===== src/hw/rtl/vtm_pkg.sv =====
// Package for the virtual timer multiplexer.
// Holds sizes, opcodes, result kinds, the controller state type and the
// command and status structs. Depends on nothing.
`default_nettype none

package vtm_pkg;

  localparam int NUM_TIMERS = 8;
  localparam int SLOT_W     = $clog2(NUM_TIMERS);
  localparam int CNT_W      = $clog2(NUM_TIMERS + 1);
  localparam int TIME_W     = 32;
  localparam int PCNT_W     = 9;
  localparam int SHIFT_W    = 4;
  localparam int OP_W       = 2;
  localparam int KIND_W     = 3;
  localparam int ID_W       = 3;

  localparam logic [SHIFT_W-1:0] SHIFT_RESET = 4'd4;
  localparam logic [SHIFT_W-1:0] SHIFT_MAX   = 4'd9;

  localparam logic [OP_W-1:0] OP_TICK   = 2'd0;
  localparam logic [OP_W-1:0] OP_ONCE   = 2'd1;
  localparam logic [OP_W-1:0] OP_REPEAT = 2'd2;
  localparam logic [OP_W-1:0] OP_CANCEL = 2'd3;

  localparam logic [KIND_W-1:0] KIND_FIRED     = 3'd0;
  localparam logic [KIND_W-1:0] KIND_STARTED   = 3'd1;
  localparam logic [KIND_W-1:0] KIND_CANCELLED = 3'd2;
  localparam logic [KIND_W-1:0] KIND_NO_FREE   = 3'd3;
  localparam logic [KIND_W-1:0] KIND_NOT_FOUND = 3'd4;

  typedef enum logic [3:0] {
    S_IDLE = 4'b0001,
    S_SCAN = 4'b0010,
    S_EMIT = 4'b0100,
    S_EXEC = 4'b1000
  } state_t;

  typedef struct packed {
    logic              accept;
    logic              tick;
    logic              scan;
    logic [SLOT_W-1:0] idx;
    logic              pop;
    logic              exec;
  } cmd_t;

  typedef struct packed {
    logic cnt_zero;
    logic cnt_one;
    logic out_free;
  } status_t;

endpackage

`default_nettype wire


===== src/hw/rtl/vtm_in_if.sv =====
// Input channel interface of the virtual timer multiplexer.
// Carries valid, ready and the request payload; depends on vtm_pkg.
`default_nettype none

interface vtm_in_if;
  logic                        valid;
  logic                        ready;
  logic [vtm_pkg::OP_W-1:0]    opcode;
  logic [vtm_pkg::TIME_W-1:0]  duration;
  logic [vtm_pkg::ID_W-1:0]    target_id;

  modport source (output valid, output opcode, output duration, output target_id,
                  input ready);
  modport sink (input valid, input opcode, input duration, input target_id,
                output ready);
endinterface

`default_nettype wire


===== src/hw/rtl/vtm_out_if.sv =====
// Result channel interface of the virtual timer multiplexer.
// Carries valid, ready and the result payload; depends on vtm_pkg.
`default_nettype none

interface vtm_out_if;
  logic                       valid;
  logic                       ready;
  logic [vtm_pkg::KIND_W-1:0] result_kind;
  logic [vtm_pkg::ID_W-1:0]   slot_id;
  logic                       last;

  modport source (output valid, output result_kind, output slot_id, output last,
                  input ready);
  modport sink (input valid, input result_kind, input slot_id, input last,
                output ready);
endinterface

`default_nettype wire


===== src/hw/rtl/vtm_ctrl.sv =====
// Controller state machine of the virtual timer multiplexer.
// Sequences accept, slot scan, fire emission and start or cancel; uses vtm_pkg.
`default_nettype none

module vtm_ctrl (
  input  wire logic                     clk,
  input  wire logic                     rst_n,
  input  wire logic                     in_valid,
  input  wire logic [vtm_pkg::OP_W-1:0] in_opcode,
  output logic                          in_ready,
  input  wire vtm_pkg::status_t         status,
  output vtm_pkg::cmd_t                 cmd
);

  vtm_pkg::state_t                   state_r, state_nxt;
  logic [vtm_pkg::SLOT_W-1:0]        idx_r, idx_nxt;
  logic                              accept;

  assign in_ready = (state_r == vtm_pkg::S_IDLE);
  assign accept   = in_valid && in_ready;

  always_comb begin
    state_nxt  = state_r;
    idx_nxt    = idx_r;
    cmd        = '0;
    cmd.idx    = idx_r;
    cmd.accept = accept;
    unique case (state_r)
      vtm_pkg::S_IDLE: begin
        if (accept) begin
          idx_nxt = '0;
          if (in_opcode == vtm_pkg::OP_TICK) begin
            cmd.tick  = 1'b1;
            state_nxt = vtm_pkg::S_SCAN;
          end else begin
            state_nxt = vtm_pkg::S_EXEC;
          end
        end
      end
      vtm_pkg::S_SCAN: begin
        cmd.scan = 1'b1;
        idx_nxt  = idx_r + 1'b1;
        if (idx_r == vtm_pkg::SLOT_W'(vtm_pkg::NUM_TIMERS - 1)) begin
          state_nxt = vtm_pkg::S_EMIT;
        end
      end
      vtm_pkg::S_EMIT: begin
        if (status.cnt_zero) begin
          state_nxt = vtm_pkg::S_IDLE;
        end else if (status.out_free) begin
          cmd.pop = 1'b1;
          if (status.cnt_one) begin
            state_nxt = vtm_pkg::S_IDLE;
          end
        end
      end
      vtm_pkg::S_EXEC: begin
        if (status.out_free) begin
          cmd.exec  = 1'b1;
          state_nxt = vtm_pkg::S_IDLE;
        end
      end
      default: begin
        state_nxt = vtm_pkg::S_IDLE;
      end
    endcase
  end

  always_ff @(posedge clk) begin
    if (!rst_n) begin
      state_r <= vtm_pkg::S_IDLE;
      idx_r   <= '0;
    end else begin
      state_r <= state_nxt;
      idx_r   <= idx_nxt;
    end
  end

endmodule

`default_nettype wire


===== src/hw/rtl/vtm_datapath.sv =====
// Datapath of the virtual timer multiplexer: time base, slot registers,
// deadline-ordered fire list and the result register; uses vtm_pkg.
`default_nettype none

module vtm_datapath (
  input  wire logic                        clk,
  input  wire logic                        rst_n,
  input  wire vtm_pkg::cmd_t               cmd,
  output vtm_pkg::status_t                 status,
  input  wire logic                        cfg_we,
  input  wire logic [vtm_pkg::SHIFT_W-1:0] cfg_wdata,
  input  wire logic [vtm_pkg::OP_W-1:0]    in_opcode,
  input  wire logic [vtm_pkg::TIME_W-1:0]  in_duration,
  input  wire logic [vtm_pkg::ID_W-1:0]    in_target_id,
  output logic                             out_valid,
  input  wire logic                        out_ready,
  output logic [vtm_pkg::KIND_W-1:0]       out_result_kind,
  output logic [vtm_pkg::ID_W-1:0]         out_slot_id,
  output logic                             out_last
);

  localparam int N  = vtm_pkg::NUM_TIMERS;
  localparam int TW = vtm_pkg::TIME_W;
  localparam int SW = vtm_pkg::SLOT_W;

  logic [vtm_pkg::SHIFT_W-1:0] shift_r, shift_nxt;
  logic [TW-1:0]               time_r, time_nxt;
  logic [vtm_pkg::PCNT_W-1:0]  pcnt_r, pcnt_nxt;
  logic [N-1:0]                active_r, active_nxt;
  logic [TW-1:0]               deadline_r [N];
  logic [TW-1:0]               deadline_nxt [N];
  logic [TW-1:0]               period_r [N];
  logic [TW-1:0]               period_nxt [N];

  logic [vtm_pkg::OP_W-1:0]    op_r, op_nxt;
  logic [TW-1:0]               dur_r, dur_nxt;
  logic [vtm_pkg::ID_W-1:0]    tid_r, tid_nxt;

  logic [SW-1:0]               ord_slot_r [N];
  logic [SW-1:0]               ord_slot_nxt [N];
  logic [TW-1:0]               ord_late_r [N];
  logic [TW-1:0]               ord_late_nxt [N];
  logic [vtm_pkg::CNT_W-1:0]   ord_cnt_r, ord_cnt_nxt;

  logic                        out_valid_r, out_valid_nxt;
  logic [vtm_pkg::KIND_W-1:0]  kind_r, kind_nxt;
  logic [vtm_pkg::ID_W-1:0]    slot_r, slot_nxt;
  logic                        last_r, last_nxt;

  logic [vtm_pkg::SHIFT_W-1:0] sh_eff;
  logic [vtm_pkg::PCNT_W-1:0]  pcnt_top;
  logic [SW-1:0]               addr;
  logic [TW-1:0]               rd_deadline, rd_period;
  logic [TW-1:0]               diff, late;
  logic                        expired;
  logic [N-1:0]                ge;
  logic                        free_found;
  logic [SW-1:0]               free_idx;
  logic [SW-1:0]               tid_slot;
  logic                        out_free;

  assign sh_eff   = (shift_r > vtm_pkg::SHIFT_MAX) ? vtm_pkg::SHIFT_MAX : shift_r;
  assign pcnt_top = vtm_pkg::PCNT_W'(({1'b0, {vtm_pkg::PCNT_W{1'b0}}} + 1'b1) << sh_eff)
                    - 1'b1;

  assign addr        = cmd.scan ? cmd.idx : ord_slot_r[0];
  assign rd_deadline = deadline_r[addr];
  assign rd_period   = period_r[addr];
  assign diff        = rd_deadline - time_r;
  assign late        = time_r - rd_deadline;
  assign expired     = active_r[addr] && ((diff == '0) || diff[TW-1]);

  assign tid_slot = SW'(tid_r);
  assign out_free = !out_valid_r || out_ready;

  assign status.cnt_zero = (ord_cnt_r == '0);
  assign status.cnt_one  = (ord_cnt_r == vtm_pkg::CNT_W'(1));
  assign status.out_free = out_free;

  assign out_valid       = out_valid_r;
  assign out_result_kind = kind_r;
  assign out_slot_id     = slot_r;
  assign out_last        = last_r;

  always_comb begin
    free_found = 1'b0;
    free_idx   = '0;
    for (int i = N - 1; i >= 0; i--) begin
      if (!active_r[i]) begin
        free_found = 1'b1;
        free_idx   = SW'(i);
      end
    end
  end

  always_comb begin
    for (int i = 0; i < N; i++) begin
      ge[i] = (vtm_pkg::CNT_W'(i) < ord_cnt_r) && (ord_late_r[i] >= late);
    end
  end

  always_comb begin
    shift_nxt     = cfg_we ? cfg_wdata : shift_r;
    time_nxt      = time_r;
    pcnt_nxt      = pcnt_r;
    active_nxt    = active_r;
    deadline_nxt  = deadline_r;
    period_nxt    = period_r;
    op_nxt        = op_r;
    dur_nxt       = dur_r;
    tid_nxt       = tid_r;
    ord_slot_nxt  = ord_slot_r;
    ord_late_nxt  = ord_late_r;
    ord_cnt_nxt   = ord_cnt_r;
    out_valid_nxt = out_valid_r && !out_ready;
    kind_nxt      = kind_r;
    slot_nxt      = slot_r;
    last_nxt      = last_r;

    if (cmd.accept) begin
      op_nxt  = in_opcode;
      dur_nxt = in_duration;
      tid_nxt = in_target_id;
    end

    if (cmd.tick) begin
      ord_cnt_nxt = '0;
      if (pcnt_r >= pcnt_top) begin
        pcnt_nxt = '0;
        time_nxt = time_r + 1'b1;
      end else begin
        pcnt_nxt = pcnt_r + 1'b1;
      end
    end

    // Insert the scanned slot so the list stays most overdue first; equal
    // lateness keeps the earlier, lower-indexed slot ahead.
    if (cmd.scan && expired) begin
      ord_cnt_nxt = ord_cnt_r + 1'b1;
      if (!ge[0]) begin
        ord_slot_nxt[0] = cmd.idx;
        ord_late_nxt[0] = late;
      end
      for (int i = 1; i < N; i++) begin
        if (!ge[i]) begin
          if (ge[i-1]) begin
            ord_slot_nxt[i] = cmd.idx;
            ord_late_nxt[i] = late;
          end else begin
            ord_slot_nxt[i] = ord_slot_r[i-1];
            ord_late_nxt[i] = ord_late_r[i-1];
          end
        end
      end
    end

    if (cmd.pop) begin
      ord_cnt_nxt = ord_cnt_r - 1'b1;
      for (int i = 0; i < N - 1; i++) begin
        ord_slot_nxt[i] = ord_slot_r[i+1];
        ord_late_nxt[i] = ord_late_r[i+1];
      end
      if (rd_period != '0) begin
        deadline_nxt[addr] = rd_deadline + rd_period;
      end else begin
        active_nxt[addr] = 1'b0;
      end
      out_valid_nxt = 1'b1;
      kind_nxt      = vtm_pkg::KIND_FIRED;
      slot_nxt      = vtm_pkg::ID_W'(ord_slot_r[0]);
      last_nxt      = (ord_cnt_r == vtm_pkg::CNT_W'(1));
    end

    if (cmd.exec) begin
      out_valid_nxt = 1'b1;
      last_nxt      = 1'b1;
      if (op_r == vtm_pkg::OP_CANCEL) begin
        slot_nxt = tid_r;
        if (active_r[tid_slot]) begin
          active_nxt[tid_slot] = 1'b0;
          kind_nxt             = vtm_pkg::KIND_CANCELLED;
        end else begin
          kind_nxt = vtm_pkg::KIND_NOT_FOUND;
        end
      end else if (free_found) begin
        active_nxt[free_idx]   = 1'b1;
        deadline_nxt[free_idx] = time_r + dur_r;
        period_nxt[free_idx]   = (op_r == vtm_pkg::OP_REPEAT) ? dur_r : '0;
        kind_nxt               = vtm_pkg::KIND_STARTED;
        slot_nxt               = vtm_pkg::ID_W'(free_idx);
      end else begin
        kind_nxt = vtm_pkg::KIND_NO_FREE;
        slot_nxt = '0;
      end
    end
  end

  always_ff @(posedge clk) begin
    if (!rst_n) begin
      shift_r     <= vtm_pkg::SHIFT_RESET;
      time_r      <= '0;
      pcnt_r      <= '0;
      active_r    <= '0;
      ord_cnt_r   <= '0;
      out_valid_r <= 1'b0;
    end else begin
      shift_r     <= shift_nxt;
      time_r      <= time_nxt;
      pcnt_r      <= pcnt_nxt;
      active_r    <= active_nxt;
      ord_cnt_r   <= ord_cnt_nxt;
      out_valid_r <= out_valid_nxt;
    end
  end

  always_ff @(posedge clk) begin
    deadline_r <= deadline_nxt;
    period_r   <= period_nxt;
    op_r       <= op_nxt;
    dur_r      <= dur_nxt;
    tid_r      <= tid_nxt;
    ord_slot_r <= ord_slot_nxt;
    ord_late_r <= ord_late_nxt;
    kind_r     <= kind_nxt;
    slot_r     <= slot_nxt;
    last_r     <= last_nxt;
  end

endmodule

`default_nettype wire


===== src/hw/rtl/virtual_timer_multiplexer_top.sv =====
// Top level of the virtual timer multiplexer.
// Joins vtm_ctrl and vtm_datapath; uses vtm_pkg, vtm_in_if and vtm_out_if.
//
// Usage: requests arrive on in_if (tick, start one-shot, start repeating,
// cancel) and results leave on out_if; a transfer happens when valid and
// ready are both high. cfg_we with cfg_wdata writes the prescale shift.
// Start and cancel requests give one result, registered from the EXEC
// state once the result register is free; the next request can transfer
// once the block is back in idle. A tick advances the prescaled time,
// then scans the eight slots one per cycle into a list ordered most
// overdue first, then sends one fired result per cycle while the result
// register is free. in_if.ready is high only while the block is idle.
// The result register holds a result while the receiver stalls; a new
// request can transfer meanwhile, and its results wait until the
// register is free.
// Reset (rst_n low at a clock edge) clears the time, the prescaler, all
// slot marks and the result valid flag, and sets the shift to four.
`default_nettype none

module virtual_timer_multiplexer_top (
  input  wire logic                        clk,
  input  wire logic                        rst_n,
  input  wire logic                        cfg_we,
  input  wire logic [vtm_pkg::SHIFT_W-1:0] cfg_wdata,
  vtm_in_if.sink                           in_if,
  vtm_out_if.source                        out_if
);

  vtm_pkg::cmd_t    cmd;
  vtm_pkg::status_t status;

  vtm_ctrl u_ctrl (
    .clk       (clk),
    .rst_n     (rst_n),
    .in_valid  (in_if.valid),
    .in_opcode (in_if.opcode),
    .in_ready  (in_if.ready),
    .status    (status),
    .cmd       (cmd)
  );

  vtm_datapath u_datapath (
    .clk             (clk),
    .rst_n           (rst_n),
    .cmd             (cmd),
    .status          (status),
    .cfg_we          (cfg_we),
    .cfg_wdata       (cfg_wdata),
    .in_opcode       (in_if.opcode),
    .in_duration     (in_if.duration),
    .in_target_id    (in_if.target_id),
    .out_valid       (out_if.valid),
    .out_ready       (out_if.ready),
    .out_result_kind (out_if.result_kind),
    .out_slot_id     (out_if.slot_id),
    .out_last        (out_if.last)
  );

endmodule

`default_nettype wire

===== src/flat_wrapper.sv =====
// flat-port wrapper written by rule: the top's interface ports become plain ports
module virtual_timer_multiplexer_top_flat 
  (clk, rst_n, cfg_we, cfg_wdata, in_if_valid, in_if_opcode, in_if_duration, in_if_target_id, in_if_ready, out_if_valid, out_if_result_kind, out_if_slot_id, out_if_last, out_if_ready);
  vtm_in_if in_if_i ();
  vtm_out_if out_if_i ();
  input  wire logic clk;
  input  wire logic rst_n;
  input  wire logic cfg_we;
  input  wire logic [vtm_pkg::SHIFT_W-1:0] cfg_wdata;
  input wire logic [$bits(in_if_i.valid)-1:0] in_if_valid;
  input wire logic [$bits(in_if_i.opcode)-1:0] in_if_opcode;
  input wire logic [$bits(in_if_i.duration)-1:0] in_if_duration;
  input wire logic [$bits(in_if_i.target_id)-1:0] in_if_target_id;
  output wire logic [$bits(in_if_i.ready)-1:0] in_if_ready;
  output wire logic [$bits(out_if_i.valid)-1:0] out_if_valid;
  output wire logic [$bits(out_if_i.result_kind)-1:0] out_if_result_kind;
  output wire logic [$bits(out_if_i.slot_id)-1:0] out_if_slot_id;
  output wire logic [$bits(out_if_i.last)-1:0] out_if_last;
  input wire logic [$bits(out_if_i.ready)-1:0] out_if_ready;
  assign in_if_i.valid = in_if_valid;
  assign in_if_i.opcode = in_if_opcode;
  assign in_if_i.duration = in_if_duration;
  assign in_if_i.target_id = in_if_target_id;
  assign in_if_ready = in_if_i.ready;
  assign out_if_valid = out_if_i.valid;
  assign out_if_result_kind = out_if_i.result_kind;
  assign out_if_slot_id = out_if_i.slot_id;
  assign out_if_last = out_if_i.last;
  assign out_if_i.ready = out_if_ready;
  virtual_timer_multiplexer_top u_core (.clk(clk), .rst_n(rst_n), .cfg_we(cfg_we), .cfg_wdata(cfg_wdata), .in_if(in_if_i), .out_if(out_if_i));
endmodule

===== config.mk =====
export PLATFORM = sky130hd
export DESIGN_NAME = virtual_timer_multiplexer_top_flat
export DESIGN_NICKNAME = d
export VERILOG_FILES = /design/src/hw/rtl/vtm_pkg.sv /design/src/hw/rtl/vtm_in_if.sv /design/src/hw/rtl/vtm_out_if.sv /design/src/hw/rtl/vtm_ctrl.sv /design/src/hw/rtl/vtm_datapath.sv /design/src/hw/rtl/virtual_timer_multiplexer_top.sv /design/src/flat_wrapper.sv
export SDC_FILE = /design/constraint.sdc
export NUM_CORES = 2
export LEC_CHECK = 0
export BUFFER_PORTS_ARGS = -buffer_cell sky130_fd_sc_hd__buf_2
export CORE_MARGIN = 2
export CORE_UTILIZATION = 50
export CTS_BUF_LIST = sky130_fd_sc_hd__clkbuf_8
export DETAILED_ROUTE_END_ITERATION = 12
export PLACE_DENSITY_LB_ADDON = 0.05
export SETUP_SLACK_MARGIN = 0.15
export SLEW_MARGIN = 5
export SYNTH_ARGS = -nofsm -noshare
export SYNTH_HDL_FRONTEND = slang
export SYNTH_SLANG_ARGS = --single-unit

===== constraint.sdc =====
create_clock -name clk -period 13.89 [get_ports clk]
set_input_delay 2.0835 -clock clk [delete_from_list [all_inputs] [get_ports clk]]
set_output_delay 2.0835 -clock clk [all_outputs]
set_load 0.01 [all_outputs]

# --- Word-level counts from Yosys, hierarchy flattened ---
# Index checks and enable logic that the tools add are counted.
word_totals:
  ff_bits: 901
  elab_cells: 275
op_classes:
  addsub: 10
  order_cmp: 28
  eq_ne: 20
  n_shift: 1
  n_mux: 120
  bitwise: 9
  n_reduce_logical: 41
op_table:
  columns: ["op", "n"]
  rows:
  - ["2-to-1 mux 256 bit", 6]
  - ["bitwise mux 256 bit", 3]
  - ["2-to-1 mux 32 bit", 22]
  - [">= comparator 32 bit", 8]
  - ["2-to-1 mux 224 bit", 1]
  - ["binary-select mux 32 bit (select 3 bit)", 2]
  - ["demux 32 bit (select 3 bit)", 2]
  - ["2-to-1 mux 3 bit", 33]
  - ["adder 32 bit", 2]
  - ["subtractor 32 bit", 2]
  - ["2-to-1 mux 8 bit", 6]
  - ["2-to-1 mux 4 bit", 11]
  - ["adder 32 x 1 -> 32 bit, second input constant", 1]
  - ["zero test 32 bit", 1]
  - ["nonzero test 32 bit", 1]
  - ["2-to-1 mux 24 bit", 1]
  - ["2-to-1 mux 1 bit", 23]
  - ["2-to-1 mux 21 bit", 1]
  - ["AND reduction 2 bit", 10]
  - ["logical AND 1 bit", 17]
  - ["bitwise AND 8 bit", 2]
  - ["< comparator 3 x 4 -> 1 bit, first input constant", 4]
  - ["inequality test 2 x 1 -> 1 bit, second input constant", 8]
  - ["inverter 8 bit", 2]
  - ["40 further kinds", 60]

# --- Depth between registers and ports, before layout ---
depth:
  word_depth: 17
  ltp_mapped: 37

# --- Modules after synthesis ---
# From an unflattened synthesis, not the netlist that was laid out.
unflattened:
  hier_cells: 5261
  area_unflattened_um2: 53253.6
modules_own_cells:
  columns: ["mod", "n_inst", "cells_each", "area_per_inst_um2", "seq_area_each_um2"]
  rows:
  - ["vtm_datapath", 1, 5205, 52745.6, 23692.7]
  - ["vtm_ctrl", 1, 56, 508.0, 140.1]

# --- Least setup slack after synthesis ---
# Ideal clock, no wire load.
synth_path:
  path_kind: "register -> register"
  startpoint: "register u_core.u_ctrl.state_r[3]"
  endpoint: "register u_core.u_datapath.ord_late_r[192] (netlist bit), enable pin"
  t_arrival_ps: 10608
  path_slack_ps: 2805
  stages_incl_launch_ff: 36
  n_path_buf: 9
  period_less_slack_ps: 11085
  cell_sequence: "dfxtp_1 -> or4b_1 -> buf_4 -> buf_4 -> clkbuf_1 -> clkbuf_1 -> clkbuf_1 -> a31oi_1 -> clkbuf_1 -> o22ai_1 -> nor4b_1 -> ha_1 -> inv_1 -> fa_1 -> a211oi_1 -> o21ai_0 -> o211ai_1 -> a21o_1 -> a21o_1 -> clkbuf_1 -> a211oi_1 -> or3_1 -> o311ai_1 -> inv_1 -> ha_1 -> a21o_1 -> a21o_1 -> a21oi_1 -> o21ai_0 -> a2111oi_0 -> inv_1 -> a31oi_1 -> a21oi_1 -> clkbuf_1 -> clkbuf_1 -> o21ai_0"
synth_between:
  elab_chain_len: 14
  word_cells_on_any_way: 22
  classes_between: "add/sub: 2; order compare: 1; eq/ne: 3; mux: 8; bitwise: 1; reduce/logical: 7"
synth_lines:
  columns: ["element", "line_no", "text"]
  rows:
  - ["from (decl)", "vtm_ctrl.sv:15", "vtm_pkg::state_t state_r, state_nxt;"]
  - ["from (signal assigned)", "vtm_ctrl.sv:71", "state_r <= vtm_pkg::S_IDLE;"]
  - ["from (signal assigned)", "vtm_ctrl.sv:74", "state_r <= state_nxt;"]
  - ["parallel branches: the longest is 13 deep, another holds subtractor 32 bit", null, null]
  - ["AND reduction 2 bit (no source line) *", null, null]
  - ["to (signal assigned)", "vtm_datapath.sv:223", "ord_late_r <= ord_late_nxt;"]
  - ["to (decl)", "vtm_datapath.sv:41", "logic [TW-1:0] ord_late_r [N];"]
# Every way passes the cells marked *. The select of a mux whose other input is x is not followed.
# A chain may end at the register's enable or synchronous reset.

# --- Worst setup path after layout ---
layout_path:
  startpoint: "register u_core.u_ctrl.state_r[3]"
  endpoint: "register u_core.u_datapath.ord_late_r[181] (netlist bit), enable pin"
# The elaborated chain is that of the path after synthesis.

==> impl_metrics.env <==
export IMPL_outcome="finished, final reports clean"
export IMPL_hold_viol=0
export IMPL_drive_gt1_share_pct=9.15
export IMPL_synth_top_cell_by_area="edfxtp_1"
export IMPL_die_area_um2=114000
export IMPL_drc=0
export IMPL_cp_top_family="compound AO/OA/AOI/OAI gates"
export IMPL_cts_resized=0
export IMPL_r2r_cells=28
export IMPL_required_ns=14.41
export IMPL_mostFrequentLayoutCell="edfxtp_1"
export IMPL_hold_start="u_core.u_datapath.out_last"
export IMPL_die_h_um=337
export IMPL_cts_setup_buffers=0
export IMPL_initial_core_util_pct=50.3
export IMPL_nFillCells=10000
export IMPL_syn_area_um2=55500
export IMPL_drt_pass1_iter_count=6
export IMPL_grt_util_all_layers_pct=35.7
export IMPL_dp_cells=6938
export IMPL_synth_top_cell_area_share_pct=31.4
export IMPL_drv_cap=0
export IMPL_cts_root_buf="clkbuf_8"
export IMPL_via_count=47000
export IMPL_gp_congestion=0.940
export IMPL_power_density_nw_per_um2=93.7
export IMPL_seq_area_frac_synth_pct=43.0
export IMPL_clk_latency_ns=0.90
export IMPL_clkPwrFrac_pct=43.2
export IMPL_cp_start_kind="flop"
export IMPL_finalMaxSlewViolations=0
export IMPL_stdcell_area_um2=60600
export IMPL_reg2reg_to="u_core.u_datapath.ord_late_r[181]"
export IMPL_synth_edf_count=579
export IMPL_finalCriticalPeriod_ns=10.70
export IMPL_crit_slowest_cell="nor4b_1"
export IMPL_path_buf_inv=6
export IMPL_critical_path_most_common_cell="a21o_1"
export IMPL_slew_headroom_pct=5.82
export IMPL_fin_skew_ns=0.0751
export IMPL_final_cell_count_no_fill=7234
export IMPL_hold_buffers=0
export IMPL_synth_seq_cells=901
export IMPL_place_hpwl_um=144000
export IMPL_ir_worst_vdd_uv=81.8
export IMPL_clkSinkCount=901
export IMPL_die_w_um=337
export IMPL_grt_overflow=0
export IMPL_max_freq_ghz=0.0935
export IMPL_layout_common_cells="579 x edfxtp_1, 537 x mux2i_1, 509 x nand2_1"
export IMPL_vias_per_cell=6.50
export IMPL_setup_violations=0
export IMPL_cp_max_fo=29
export IMPL_cts_made_buffers=162
export IMPL_leakage_uw=0.0241
export IMPL_cts_tree="done"
export IMPL_arrival_ns=11.21
export IMPL_synth_simple_gate_area_share_pct=13.2
export IMPL_worst_hold_path_type="reg2reg"
export IMPL_synthTopCellsByArea="edfxtp_1 31%, dfxtp_1 12%, mux2i_1 9.7%"
export IMPL_synth_top_family_by_area="compound AO/OA/AOI/OAI gates"
export IMPL_fin_nets=6048
export IMPL_synthMuxAreaShare_pct=11.1
export IMPL_synth_warnings=0
export IMPL_synth_compound_area_share_pct=18.7
export IMPL_cts_max_level=4
export IMPL_switching_share_pct=25.5
export IMPL_pwr_share_comb_pct=5.1
export IMPL_grt_pass1_wl_um=300000
export IMPL_p_seq_share_pct=51.7
export IMPL_postLayoutCoreUtil_pct=54.9
export IMPL_yosys_area_share_adder_pct=8.92
export IMPL_rows=122
export IMPL_wl_per_cell_um=28.5
export IMPL_setup_tns_ns=0
export IMPL_io_buffers=54
export IMPL_grt_pass1_vias=44200
export IMPL_r2r_start="u_core.u_ctrl.state_r[3]"
export IMPL_place_area_um2=57400
export IMPL_intPower_uw=4230
export IMPL_rsz0062_at_grt="false"
export IMPL_critPathKind="reg2reg"
export IMPL_async_flop_share_pct=0
export IMPL_timing_final_crit_share_pct=77.0
export IMPL_cts_path_max_buffers=3
export IMPL_areaGrowthSynthToFinish_pct=9.21
export IMPL_clk_pin_slew_ns=0.06
export IMPL_yosysUniqueCellTypes=92
export IMPL_hold_path_cell_count=2
export IMPL_synth_nets=6043
export IMPL_wirelength_um=206000
export IMPL_io_pins=55
export IMPL_first_iter_violations=5397
export IMPL_crit_path_max_incr_delay_ns=0.87
export IMPL_ant_nets=0
export IMPL_grt_max_degree=190
export IMPL_r2r_slack_ns=3.19
export IMPL_worst_pin_slew_ns=1.40
export IMPL_synth_ff_type="edfxtp_1"
export IMPL_syn_inst=5609
export IMPL_holdPathEnd="u_core.u_datapath.out_last"
export IMPL_synthXorXnorAreaFrac_pct=1.41
export IMPL_synth_area_per_cell_um2=9.89
export IMPL_critPathCaptureType="flop"
export IMPL_p_switching_uw=1440
export IMPL_antenna_found_initial=14
export IMPL_coreArea_um2=110000
[power groups by stage]
stage | Clock [uW] | Combinational, uW | Sequential [uW]
global placement | 0 | 278 | 2990
detailed placement | 0 | 282 | 2990
floorplan | 0 | 188 | 2960
global route | 2590 | 314 | 2930
finish | 2450 | 288 | 2930
CTS | 2480 | 283 | 2930
[metrics by stage]
step	hold slack (ns)	power [uW]	setup slack (ns)
floorplan	0.463	3150	2.81
global placement	0.458	3260	3.62
detailed placement	0.471	3270	3.44
CTS	0.482	5690	3.38
global route	0.524	5840	2.72
finish	0.479	5670	3.19
[cell usage after synthesis, types with 56 or more instances]
cell / count
a211oi_1: 132
a21o_1: 113
a21oi_1: 405
a221oi_1: 86
and2_1: 63
and3_1: 60
clkbuf_1: 265
dfxtp_1: 322
edfxtp_1: 579
ha_1: 385
inv_1: 181
mux2i_1: 540
nand2_1: 516
nand2b_1: 70
nand3_1: 97
nand4_1: 58
nor2_1: 347
nor3_1: 133
o21ai_0: 306
o21ai_1: 56
o22ai_1: 74
[registers in the layout, summed over array words and instances (netlist names)]
| register | cells |
|---|---|
| u_core.u_datapath.shift_r | 4 |
| u_core.u_ctrl.idx_r | 3 |
| u_core.u_datapath.ord_slot_r | 24 |
| u_core.u_datapath.ord_late_r | 256 |
| u_core.u_datapath.out_slot_id | 3 |
| u_core.u_datapath.time_r | 32 |
| u_core.u_datapath.period_r | 256 |
| u_core.u_datapath.tid_r | 3 |
| u_core.u_ctrl.state_r | 4 |
| u_core.u_datapath.out_last | 1 |
| u_core.u_datapath.pcnt_r | 9 |
| u_core.u_datapath.dur_r | 32 |
| u_core.u_datapath.out_result_kind | 3 |
| u_core.u_datapath.deadline_r | 256 |
| u_core.u_datapath.active_r | 8 |
| u_core.u_datapath.out_valid | 1 |
| u_core.u_datapath.op_r | 2 |
| u_core.u_datapath.ord_cnt_r | 4 |
[tightest hold or removal path, stage by stage (launching register included)]
cell	delay, ns
dfxtp_1	0.31
nand2_1	0.05
nand3_1	0.06
[area by class of cell]
cell class	instances	area, um^2	share of cell area (%)
antenna	6	15.0	0.0248
clock buffer	180	2480	4.09
clock inverter	110	631	1.04
inverter	186	699	1.15
multi-input combinational	4190	29900	49.3
sequential	901	23800	39.4
tap	1488	1860	3.07
timing repair buffer	173	1180	1.94
[worst max path at each step]
| stage | startpoint | to | cells past startpoint |
|---|---|---|---|
| CTS | u_core.u_ctrl.state_r[3] | u_core.u_datapath.ord_late_r[182] | 28 |
| floorplan | u_core.u_ctrl.state_r[3] | u_core.u_datapath.ord_late_r[192] | 35 |
| finish | u_core.u_ctrl.state_r[3] | u_core.u_datapath.ord_late_r[181] | 28 |
| global placement | u_core.u_ctrl.state_r[3] | u_core.u_datapath.ord_late_r[186] | 27 |
| global route | u_core.u_ctrl.state_r[2] | u_core.u_datapath.ord_late_r[177] | 29 |
| detailed placement | u_core.u_ctrl.state_r[3] | u_core.u_datapath.ord_late_r[188] | 28 |
[cells by family (layout without fill, tap and decap cells)]
group / Yosys count / in the layout
XOR/XNOR: 88 / 88
buffers and inverters: 518 / 649
adder cells (fa/ha/maj): 395 / 395
AND/OR/NAND/NOR: 1529 / 1529
other: 0 / 6
multiplexers: 601 / 601
flip-flops: 901 / 901
AO/OA/AOI/OAI: 1577 / 1577
[per-layer routing]
metal | share of wire [%] | up-vias | GRT usage, % | wire [um]
met3 | 8.7 | 386 | 6.78 | 17900
met2 | 44 | 2228 | 54.9 | 91600
met1 | 43 | 23100 | 49.4 | 88700
li1 | - | 21300 | - | -
met5 | 0.027 | - | 0 | 55
met4 | 4.0 | 8 | 14.6 | 8280
No activity file was read; power rests on OpenSTA's default activity.
